**src/rtl/rpb_pkg.sv**
```systemverilog
// shared types and constants of the rgb pixel blend unit
package rpb_pkg;

	localparam int unsigned NUM_CH = 3;
	localparam int unsigned CH_W = 8;
	localparam int unsigned Y_W = 17;
	localparam int unsigned RECIP_W = 18;
	localparam int unsigned PROD_W = Y_W + RECIP_W;
	localparam int unsigned RECIP_SHIFT = 25;

	localparam logic [CH_W-1:0] CH_MAX = 8'hFF;
	localparam logic [Y_W-1:0] ROUND_BIAS = 17'd127;
	localparam logic [RECIP_W-1:0] RECIP_255 = 18'd131587;

	localparam int unsigned CFG_ADDR_W = 3;
	localparam int unsigned CFG_DATA_W = 32;

	typedef enum logic [2:0] {
		MODE_ADD = 3'd0,
		MODE_SUB = 3'd1,
		MODE_MUL = 3'd2,
		MODE_SCREEN = 3'd3,
		MODE_OVERLAY = 3'd4
	} blend_mode_t;

	typedef struct packed {
		logic [7:0] base_blue;
		logic [7:0] base_green;
		logic [7:0] base_red;
		logic [7:0] layer_blue;
		logic [7:0] layer_green;
		logic [7:0] layer_red;
	} in_t;

	typedef struct packed {
		logic [7:0] out_blue;
		logic [7:0] out_green;
		logic [7:0] out_red;
		logic pixels_equal;
	} out_t;

	typedef logic [NUM_CH-1:0][CH_W-1:0] pixel_t;

	typedef struct packed {
		logic s1;
		logic s2;
		logic s3;
	} stage_en_t;

endpackage

```
**src/rtl/rpb_lane.sv**
```systemverilog
// one channel lane: operand select and multiply, reciprocal divide by 255, result select
module rpb_lane (
	input logic clk,
	input rpb_pkg::stage_en_t en,
	input rpb_pkg::blend_mode_t mode,
	input logic [rpb_pkg::CH_W-1:0] base,
	input logic [rpb_pkg::CH_W-1:0] layer,
	output logic [rpb_pkg::CH_W-1:0] result
);

	logic [rpb_pkg::CH_W-1:0] inv_a;
	logic [rpb_pkg::CH_W-1:0] inv_b;
	logic [rpb_pkg::CH_W:0] sum;
	logic [rpb_pkg::CH_W-1:0] mul_x;
	logic [rpb_pkg::CH_W-1:0] mul_y;
	logic [2*rpb_pkg::CH_W-1:0] prod16;
	logic dbl;
	logic [rpb_pkg::Y_W-1:0] y;
	logic [rpb_pkg::CH_W-1:0] direct;
	logic use_div;
	logic invert;

	logic [rpb_pkg::Y_W-1:0] y_s1;
	logic [rpb_pkg::CH_W-1:0] direct_s1;
	logic use_div_s1;
	logic invert_s1;

	logic [rpb_pkg::PROD_W-1:0] prod_s2;
	logic [rpb_pkg::CH_W-1:0] direct_s2;
	logic use_div_s2;
	logic invert_s2;

	logic [rpb_pkg::CH_W-1:0] quot;
	logic [rpb_pkg::CH_W-1:0] result_s3;

	assign inv_a = rpb_pkg::CH_MAX - base;
	assign inv_b = rpb_pkg::CH_MAX - layer;
	assign sum = {1'b0, base} + {1'b0, layer};

	always_comb begin
		direct = base;
		use_div = 1'b0;
		invert = 1'b0;
		dbl = 1'b0;
		mul_x = base;
		mul_y = layer;
		unique case (mode)
			rpb_pkg::MODE_ADD: begin
				direct = sum[rpb_pkg::CH_W] ? rpb_pkg::CH_MAX : sum[rpb_pkg::CH_W-1:0];
			end
			rpb_pkg::MODE_SUB: begin
				direct = (base > layer) ? (base - layer) : '0;
			end
			rpb_pkg::MODE_MUL: begin
				use_div = 1'b1;
			end
			rpb_pkg::MODE_SCREEN: begin
				use_div = 1'b1;
				invert = 1'b1;
				mul_x = inv_a;
				mul_y = inv_b;
			end
			rpb_pkg::MODE_OVERLAY: begin
				use_div = 1'b1;
				dbl = 1'b1;
				if (layer[rpb_pkg::CH_W-1]) begin
					invert = 1'b1;
					mul_x = inv_a;
					mul_y = inv_b;
				end
			end
			default: begin
				direct = base;
			end
		endcase
	end

	assign prod16 = mul_x * mul_y;
	assign y = (dbl ? {prod16, 1'b0} : {1'b0, prod16}) + rpb_pkg::ROUND_BIAS;

	always_ff @(posedge clk) begin
		if (en.s1) begin
			y_s1 <= y;
			direct_s1 <= direct;
			use_div_s1 <= use_div;
			invert_s1 <= invert;
		end
	end

	// floor(y / 255) through a scaled reciprocal
	always_ff @(posedge clk) begin
		if (en.s2) begin
			prod_s2 <= y_s1 * rpb_pkg::RECIP_255;
			direct_s2 <= direct_s1;
			use_div_s2 <= use_div_s1;
			invert_s2 <= invert_s1;
		end
	end

	assign quot = prod_s2[rpb_pkg::RECIP_SHIFT +: rpb_pkg::CH_W];

	always_ff @(posedge clk) begin
		if (en.s3) begin
			if (!use_div_s2) begin
				result_s3 <= direct_s2;
			end else if (invert_s2) begin
				result_s3 <= rpb_pkg::CH_MAX - quot;
			end else begin
				result_s3 <= quot;
			end
		end
	end

	assign result = result_s3;

endmodule

```
**src/rtl/rpb_merge.sv**
```systemverilog
// merging stage: pixel equality compare and packing of the lane results
module rpb_merge (
	input logic clk,
	input rpb_pkg::stage_en_t en,
	input rpb_pkg::pixel_t base,
	input rpb_pkg::pixel_t layer,
	input rpb_pkg::pixel_t lane_res,
	output rpb_pkg::out_t out_data
);

	logic eq_s1;
	logic eq_s2;
	logic eq_s3;

	always_ff @(posedge clk) begin
		if (en.s1) begin
			eq_s1 <= (base == layer);
		end
		if (en.s2) begin
			eq_s2 <= eq_s1;
		end
		if (en.s3) begin
			eq_s3 <= eq_s2;
		end
	end

	always_comb begin
		out_data.out_blue = lane_res[0];
		out_data.out_green = lane_res[1];
		out_data.out_red = lane_res[2];
		out_data.pixels_equal = eq_s3;
	end

endmodule

```
**src/rtl/rgb_pixel_blend_unit.sv**
```systemverilog
// top level of the rgb pixel blend unit: config register, pipeline control, lanes, merge
//
// Blends a base and a layer pixel channel by channel in the mode set in the
// blend_mode register (byte address 0) and flags equal pixels. Three channel
// lanes run side by side, each a three-stage pipeline: operand select, 8x8
// multiply and rounding bias, multiply by a fixed reciprocal of 255, result
// select into the output register. One pixel pair is taken every cycle while
// the output is not stalled; a transfer passes the s1, s2 and s3 registers
// on its way to output valid. Each stage advances whenever it is empty or the
// stage after it moves, so bubbles are squeezed out while the output waits.
// Write blend_mode only while the pipeline is empty.
module rgb_pixel_blend_unit (
	input logic clk,
	input logic arst_n,
	input logic in_valid,
	output logic in_ready,
	input rpb_pkg::in_t in_data,
	output logic out_valid,
	input logic out_ready,
	output rpb_pkg::out_t out_data,
	input logic psel,
	input logic penable,
	input logic pwrite,
	input logic [rpb_pkg::CFG_ADDR_W-1:0] paddr,
	input logic [rpb_pkg::CFG_DATA_W-1:0] pwdata,
	output logic [rpb_pkg::CFG_DATA_W-1:0] prdata,
	output logic pready
);

	rpb_pkg::blend_mode_t mode_q;
	logic v_s1;
	logic v_s2;
	logic v_s3;
	rpb_pkg::stage_en_t en;
	rpb_pkg::pixel_t base;
	rpb_pkg::pixel_t layer;
	rpb_pkg::pixel_t lane_res;
	logic reg_sel;

	assign pready = 1'b1;
	assign reg_sel = (paddr[rpb_pkg::CFG_ADDR_W-1] == 1'b0);

	always_ff @(posedge clk or negedge arst_n) begin
		if (!arst_n) begin
			mode_q <= rpb_pkg::MODE_ADD;
		end else if (psel && penable && pwrite && pready && reg_sel) begin
			mode_q <= rpb_pkg::blend_mode_t'(pwdata[2:0]);
		end
	end

	always_comb begin
		prdata = '0;
		if (reg_sel) begin
			prdata[2:0] = mode_q;
		end
	end

	always_comb begin
		en.s3 = !v_s3 || out_ready;
		en.s2 = !v_s2 || en.s3;
		en.s1 = !v_s1 || en.s2;
	end

	assign in_ready = en.s1;

	always_ff @(posedge clk or negedge arst_n) begin
		if (!arst_n) begin
			v_s1 <= 1'b0;
			v_s2 <= 1'b0;
			v_s3 <= 1'b0;
		end else begin
			if (en.s1) begin
				v_s1 <= in_valid;
			end
			if (en.s2) begin
				v_s2 <= v_s1;
			end
			if (en.s3) begin
				v_s3 <= v_s2;
			end
		end
	end

	assign out_valid = v_s3;

	assign base[0] = in_data.base_blue;
	assign base[1] = in_data.base_green;
	assign base[2] = in_data.base_red;
	assign layer[0] = in_data.layer_blue;
	assign layer[1] = in_data.layer_green;
	assign layer[2] = in_data.layer_red;

	for (genvar i = 0; i < rpb_pkg::NUM_CH; i++) begin : g_lane
		rpb_lane u_lane (
			.clk(clk),
			.en(en),
			.mode(mode_q),
			.base(base[i]),
			.layer(layer[i]),
			.result(lane_res[i])
		);
	end

	rpb_merge u_merge (
		.clk(clk),
		.en(en),
		.base(base),
		.layer(layer),
		.lane_res(lane_res),
		.out_data(out_data)
	);

`ifndef SYNTHESIS
	a_ready_when_empty: assert property (@(posedge clk) disable iff (!arst_n)
		!out_valid |-> in_ready)
		else $error("input stalled with empty output stage");

	a_latency: assert property (@(posedge clk) disable iff (!arst_n)
		(in_valid && in_ready) ##1 out_ready ##1 out_ready |=> out_valid)
		else $error("transfer did not reach the output in three cycles");

	a_valid_count: assert property (@(posedge clk) disable iff (!arst_n)
		(in_valid && in_ready && !out_ready && v_s3) |=> $countones({v_s1, v_s2, v_s3}) >= 2)
		else $error("pipeline lost a transfer");
`endif

endmodule

```
**config.mk**
```make
export PLATFORM = sky130hd
export DESIGN_NAME = rgb_pixel_blend_unit
export DESIGN_NICKNAME = d
export VERILOG_FILES = /design/src/rtl/rpb_pkg.sv /design/src/rtl/rpb_lane.sv /design/src/rtl/rpb_merge.sv /design/src/rtl/rgb_pixel_blend_unit.sv
export SDC_FILE = /design/constraint.sdc
export NUM_CORES = 1
export LEC_CHECK = 0
export BUFFER_PORTS_ARGS = -buffer_cell sky130_fd_sc_hd__buf_2
export CORE_MARGIN = 4
export CORE_UTILIZATION = 40
export CTS_BUF_LIST = sky130_fd_sc_hd__clkbuf_16
export DETAILED_ROUTE_END_ITERATION = 10
export PLACE_DENSITY = 0.53
export SYNTH_ARGS = -nofsm -noshare
export SYNTH_HDL_FRONTEND = slang
export SYNTH_SLANG_ARGS = --single-unit
export TNS_END_PERCENT = 50
```
**constraint.sdc**
```tcl
create_clock -name clk -period 7.5 [get_ports clk]
set_input_delay 1.5 -clock clk [delete_from_list [all_inputs] [get_ports clk]]
set_output_delay 1.5 -clock clk [all_outputs]
set_load 0.005 [all_outputs]
```
==> impl_metrics.toml <==
[outcome]
status = "finished clean"

[worst_setup_path]
cp_num_buf_inv = 4
path_max_fanout = 5
ff2ff_path_depth = 27
crit_slowest_cell = "fa_1"
worst_path_most_repeated_cell = "fa_1"
worst_ep_required_time_ps = 7640
worst_ep_arrival_time_ps = 7130
end_kind = "flip-flop"
max_stage_delay_ps = 520
critical_path.top_delay_family = "adder cells"
timing.rr.end = "g_lane[0].u_lane.y_s1[15]"
critPathLaunchType = "primary input"
r2r-start = "mode_q[1]"
r2r_slack_ps = 600
crit_type = "in2reg"
path_cells = "buf_2 -> inv_1 -> ha_1 -> nor2_1 -> a21oi_1 -> o21ai_0 -> a31oi_1 -> a21oi_1 -> fa_1 -> fa_1 -> fa_1 -> inv_1 -> fa_1 -> inv_1 -> ha_1 -> or3b_2 -> o21ai_0 -> a311oi_1 -> a21oi_1 -> a21boi_0 -> nand4_1 -> nor2_1 -> xor2_1 -> mux2i_1"

[place]
post-dp-hpwl_um = 49400
port_buffers = 88
finalWeightedCongestion = 0.869

[sta]
slew_headroom_pct = 24.3
clock_skew_ps = 12.2
setup_viol = 0
period_needed_ps = 6990
finalHoldWorstSlack_ps = 419
finalHoldViolations = 0
slew_viol_final = 0
fin_crit_sh_pct = 93.2
tightest_slew_ps = 1140
fin_tns_setup_ps = 0
max_freq_mhz = 143
rsz0062_at_grt = "no"

[yosys]
synth-simple-area-share_pct = 12.8
syn_area_um2 = 23800
synth_top_cell_by_area = "ha_1"
synth_area_leaders = "ha_1 23%, edfxtp_1 20%, fa_1 13%, inv_1 5.6%, xnor2_1 4.0%"
synthMuxAreaShare_pct = 1.32
synthCells = 2646
synthArstFlopShare_pct = 3.66
ys_seq_elements = 164
synth_compound_area_share_pct = 15.3
synth_cell_types = 89
synth_xor_area_share_pct = 5.63
synth_edf_count = 158
synth-seq-area-share_pct = 20.6
synth.avg_cell_area_um2 = 9.00
synth-warning-count = 0
synth_fa_ha_area_share_pct = 35.9
synthFlopType = "edfxtp_1"
synth_top_family_by_area = "adder cells"
yosysTopAreaCellShare_pct = 23.3

[cts]
clock_latency_ps = 440
cts_tree = "yes"
post_cts_resized = 0
cts_hold_buf = 0
post_cts_buffers = 0
numCtsBuffers = 17
clk_pin_slew_ps = 60
h-tree-depth = 4
clock_path_buffers = 2
cts.sinks = 164
cts-root-buf = "clkbuf_16"

[cells_and_area]
most-common-layout-cells = "444 x ha_1, 356 x inv_1, 183 x o21ai_0"
syn_to_final_growth_pct = 8.59
drive_gt1_share_pct = 9.88
final_nets = 3395
layout_commonest_cell = "ha_1"
antenna_cells = 0

[global_routing]
grt_pass1_vias = 18100
overflow = 0
grt_max_degree = 59
grt_pass1_wl_um = 97000
grt_usage_pct = 18.7
grt_antenna_before_repair = 8

[floorplanning]
core_area_um2 = 59000
io_pins = 150
die-area_um2 = 63500
die_x_um = 252
num_rows = 89
die_y_um = 252
start_util_pct = 40.4

[detailed_routing]
wl_um = 59400
drtIter0Drc = 1119
drt-pass1-iter-count = 5
wl_per_cell_um = 17.0
num_vias = 18500
drc = 0
viasPerCell = 5.28
ant_nets = 0

[min_path]
holdPathEnd = "g_lane[2].u_lane.direct_s2[5]"
hold_depth = 0
min_from = "g_lane[2].u_lane.direct_s1[5]"
hp-class = "reg2reg"

[job]
max_cap_violations = 0
[area by class of cell]
cell class | instances | area (um^2)
Multi-Input combinational cell | 2013 | 17000
Inverter | 358 | 1340
Clock inverter | 15 | 204
Timing Repair Buffer | 157 | 983
Clock buffer | 17 | 425
Sequential cell | 164 | 4890
Tap cell | 773 | 967
Fill cell | 5865 | 33200
[cells by family (layout without fill, tap and decap cells)]
| family | count (synthesis) | after routing |
|---|---|---|
| multiplexers | 29 | 29 |
| adder cells (fa/ha/maj) | 594 | 594 |
| buffers and inverters | 497 | 547 |
| AND/OR/NAND/NOR | 628 | 628 |
| other | 2 | 30 |
| XOR/XNOR | 153 | 153 |
| AO/OA/AOI/OAI | 579 | 579 |
| flip-flops | 164 | 164 |
[registers in the layout (all words and copies together) (netlist names)]
register                  flops
out_valid                     1
g_lane.u_lane.invert_s1       3
u_merge.eq_s1                 1
v_s1                          1
g_lane.u_lane.direct_s1      24
g_lane.u_lane.invert_s2       3
g_lane.u_lane.use_div_s2      1
g_lane.u_lane.direct_s2      24
g_lane.u_lane.y_s1           51
mode_q                        3
g_lane.u_lane.use_div_s1      1
v_s2                          1
u_merge.eq_s2                 1
u_merge.eq_s3                 1
g_lane.u_lane.prod_s2        24
g_lane.u_lane.result         24
[layer usage]
metal / vias to the layer above / track usage [%] / share of wire (%)
met4: 16 / 3.28 / 1.2
met2: 409 / 29.0 / 44
li1: 9278 / - / -
met1: 8709 / 28.5 / 51
met5: - / 0 / 0.18
met3: 55 / 1.91 / 4.4
[cell usage after synthesis, drive strengths merged, types with 25 or more instances]
cell type  instances
ha               444
inv              356
o21ai            197
nand2            165
nor2             159
edfxtp           158
a21oi            152
fa               150
nand3            141
xnor2            109
clkbuf            85
buf               54
xor2              44
a21o              34
nor3              27
or2               26
a211oi            25
[worst register-to-register path: stages (launching register included)]
cell and delay, ps:
dfrtp_1 520, buf_4 280, nand2_1 170, nor2_1 170
buf_4 210, a21oi_4 60, inv_1 230, buf_4 180
nand2_1 140, nor2_1 120, a21oi_1 70, fa_1 480
fa_1 490, inv_1 50, fa_1 470, inv_1 50
fa_1 470, inv_1 40, ha_1 340, o21ai_0 160
o2111a_1 260, a311oi_1 740, a21oi_1 120, a21boi_0 190
nand4_1 260, nor2_1 90, xor2_1 140, mux2i_1 100
[through the flow]
| step | std cells | worst slack (ps) | area, um^2 | utilization [%] |
|---|---|---|---|---|
| 6_report | 3497 | 509 | 25900 | 43.8 |
| 4_1_cts | 3497 | 556 | 25900 | 43.8 |
| 3_5_place_dp | 3465 | 109 | 25200 | 42.8 |
| 2_1_floorplan | 2674 | 399 | 23900 | - |
| 5_1_grt | 3497 | 47.1 | 25900 | 43.8 |
| 3_3_place_gp | 3465 | 205 | 25200 | 42.8 |
[worst max-delay path by stage]
stage                           start                         to  cells after the start
after floorplan           in_data[15]  g_lane[1].u_lane.y_s1[15]                     22
after global placement    in_data[23]  g_lane[0].u_lane.y_s1[15]                     23
after detailed placement  in_data[23]  g_lane[0].u_lane.y_s1[15]                     24
after CTS                 in_data[23]  g_lane[0].u_lane.y_s1[15]                     24
after global routing        mode_q[1]  g_lane[0].u_lane.y_s1[15]                     27
final                     in_data[23]  g_lane[0].u_lane.y_s1[15]                     24
Power is not shown: default switching activity piles up to over one toggle a cycle in this logic, so the estimate is an artifact.
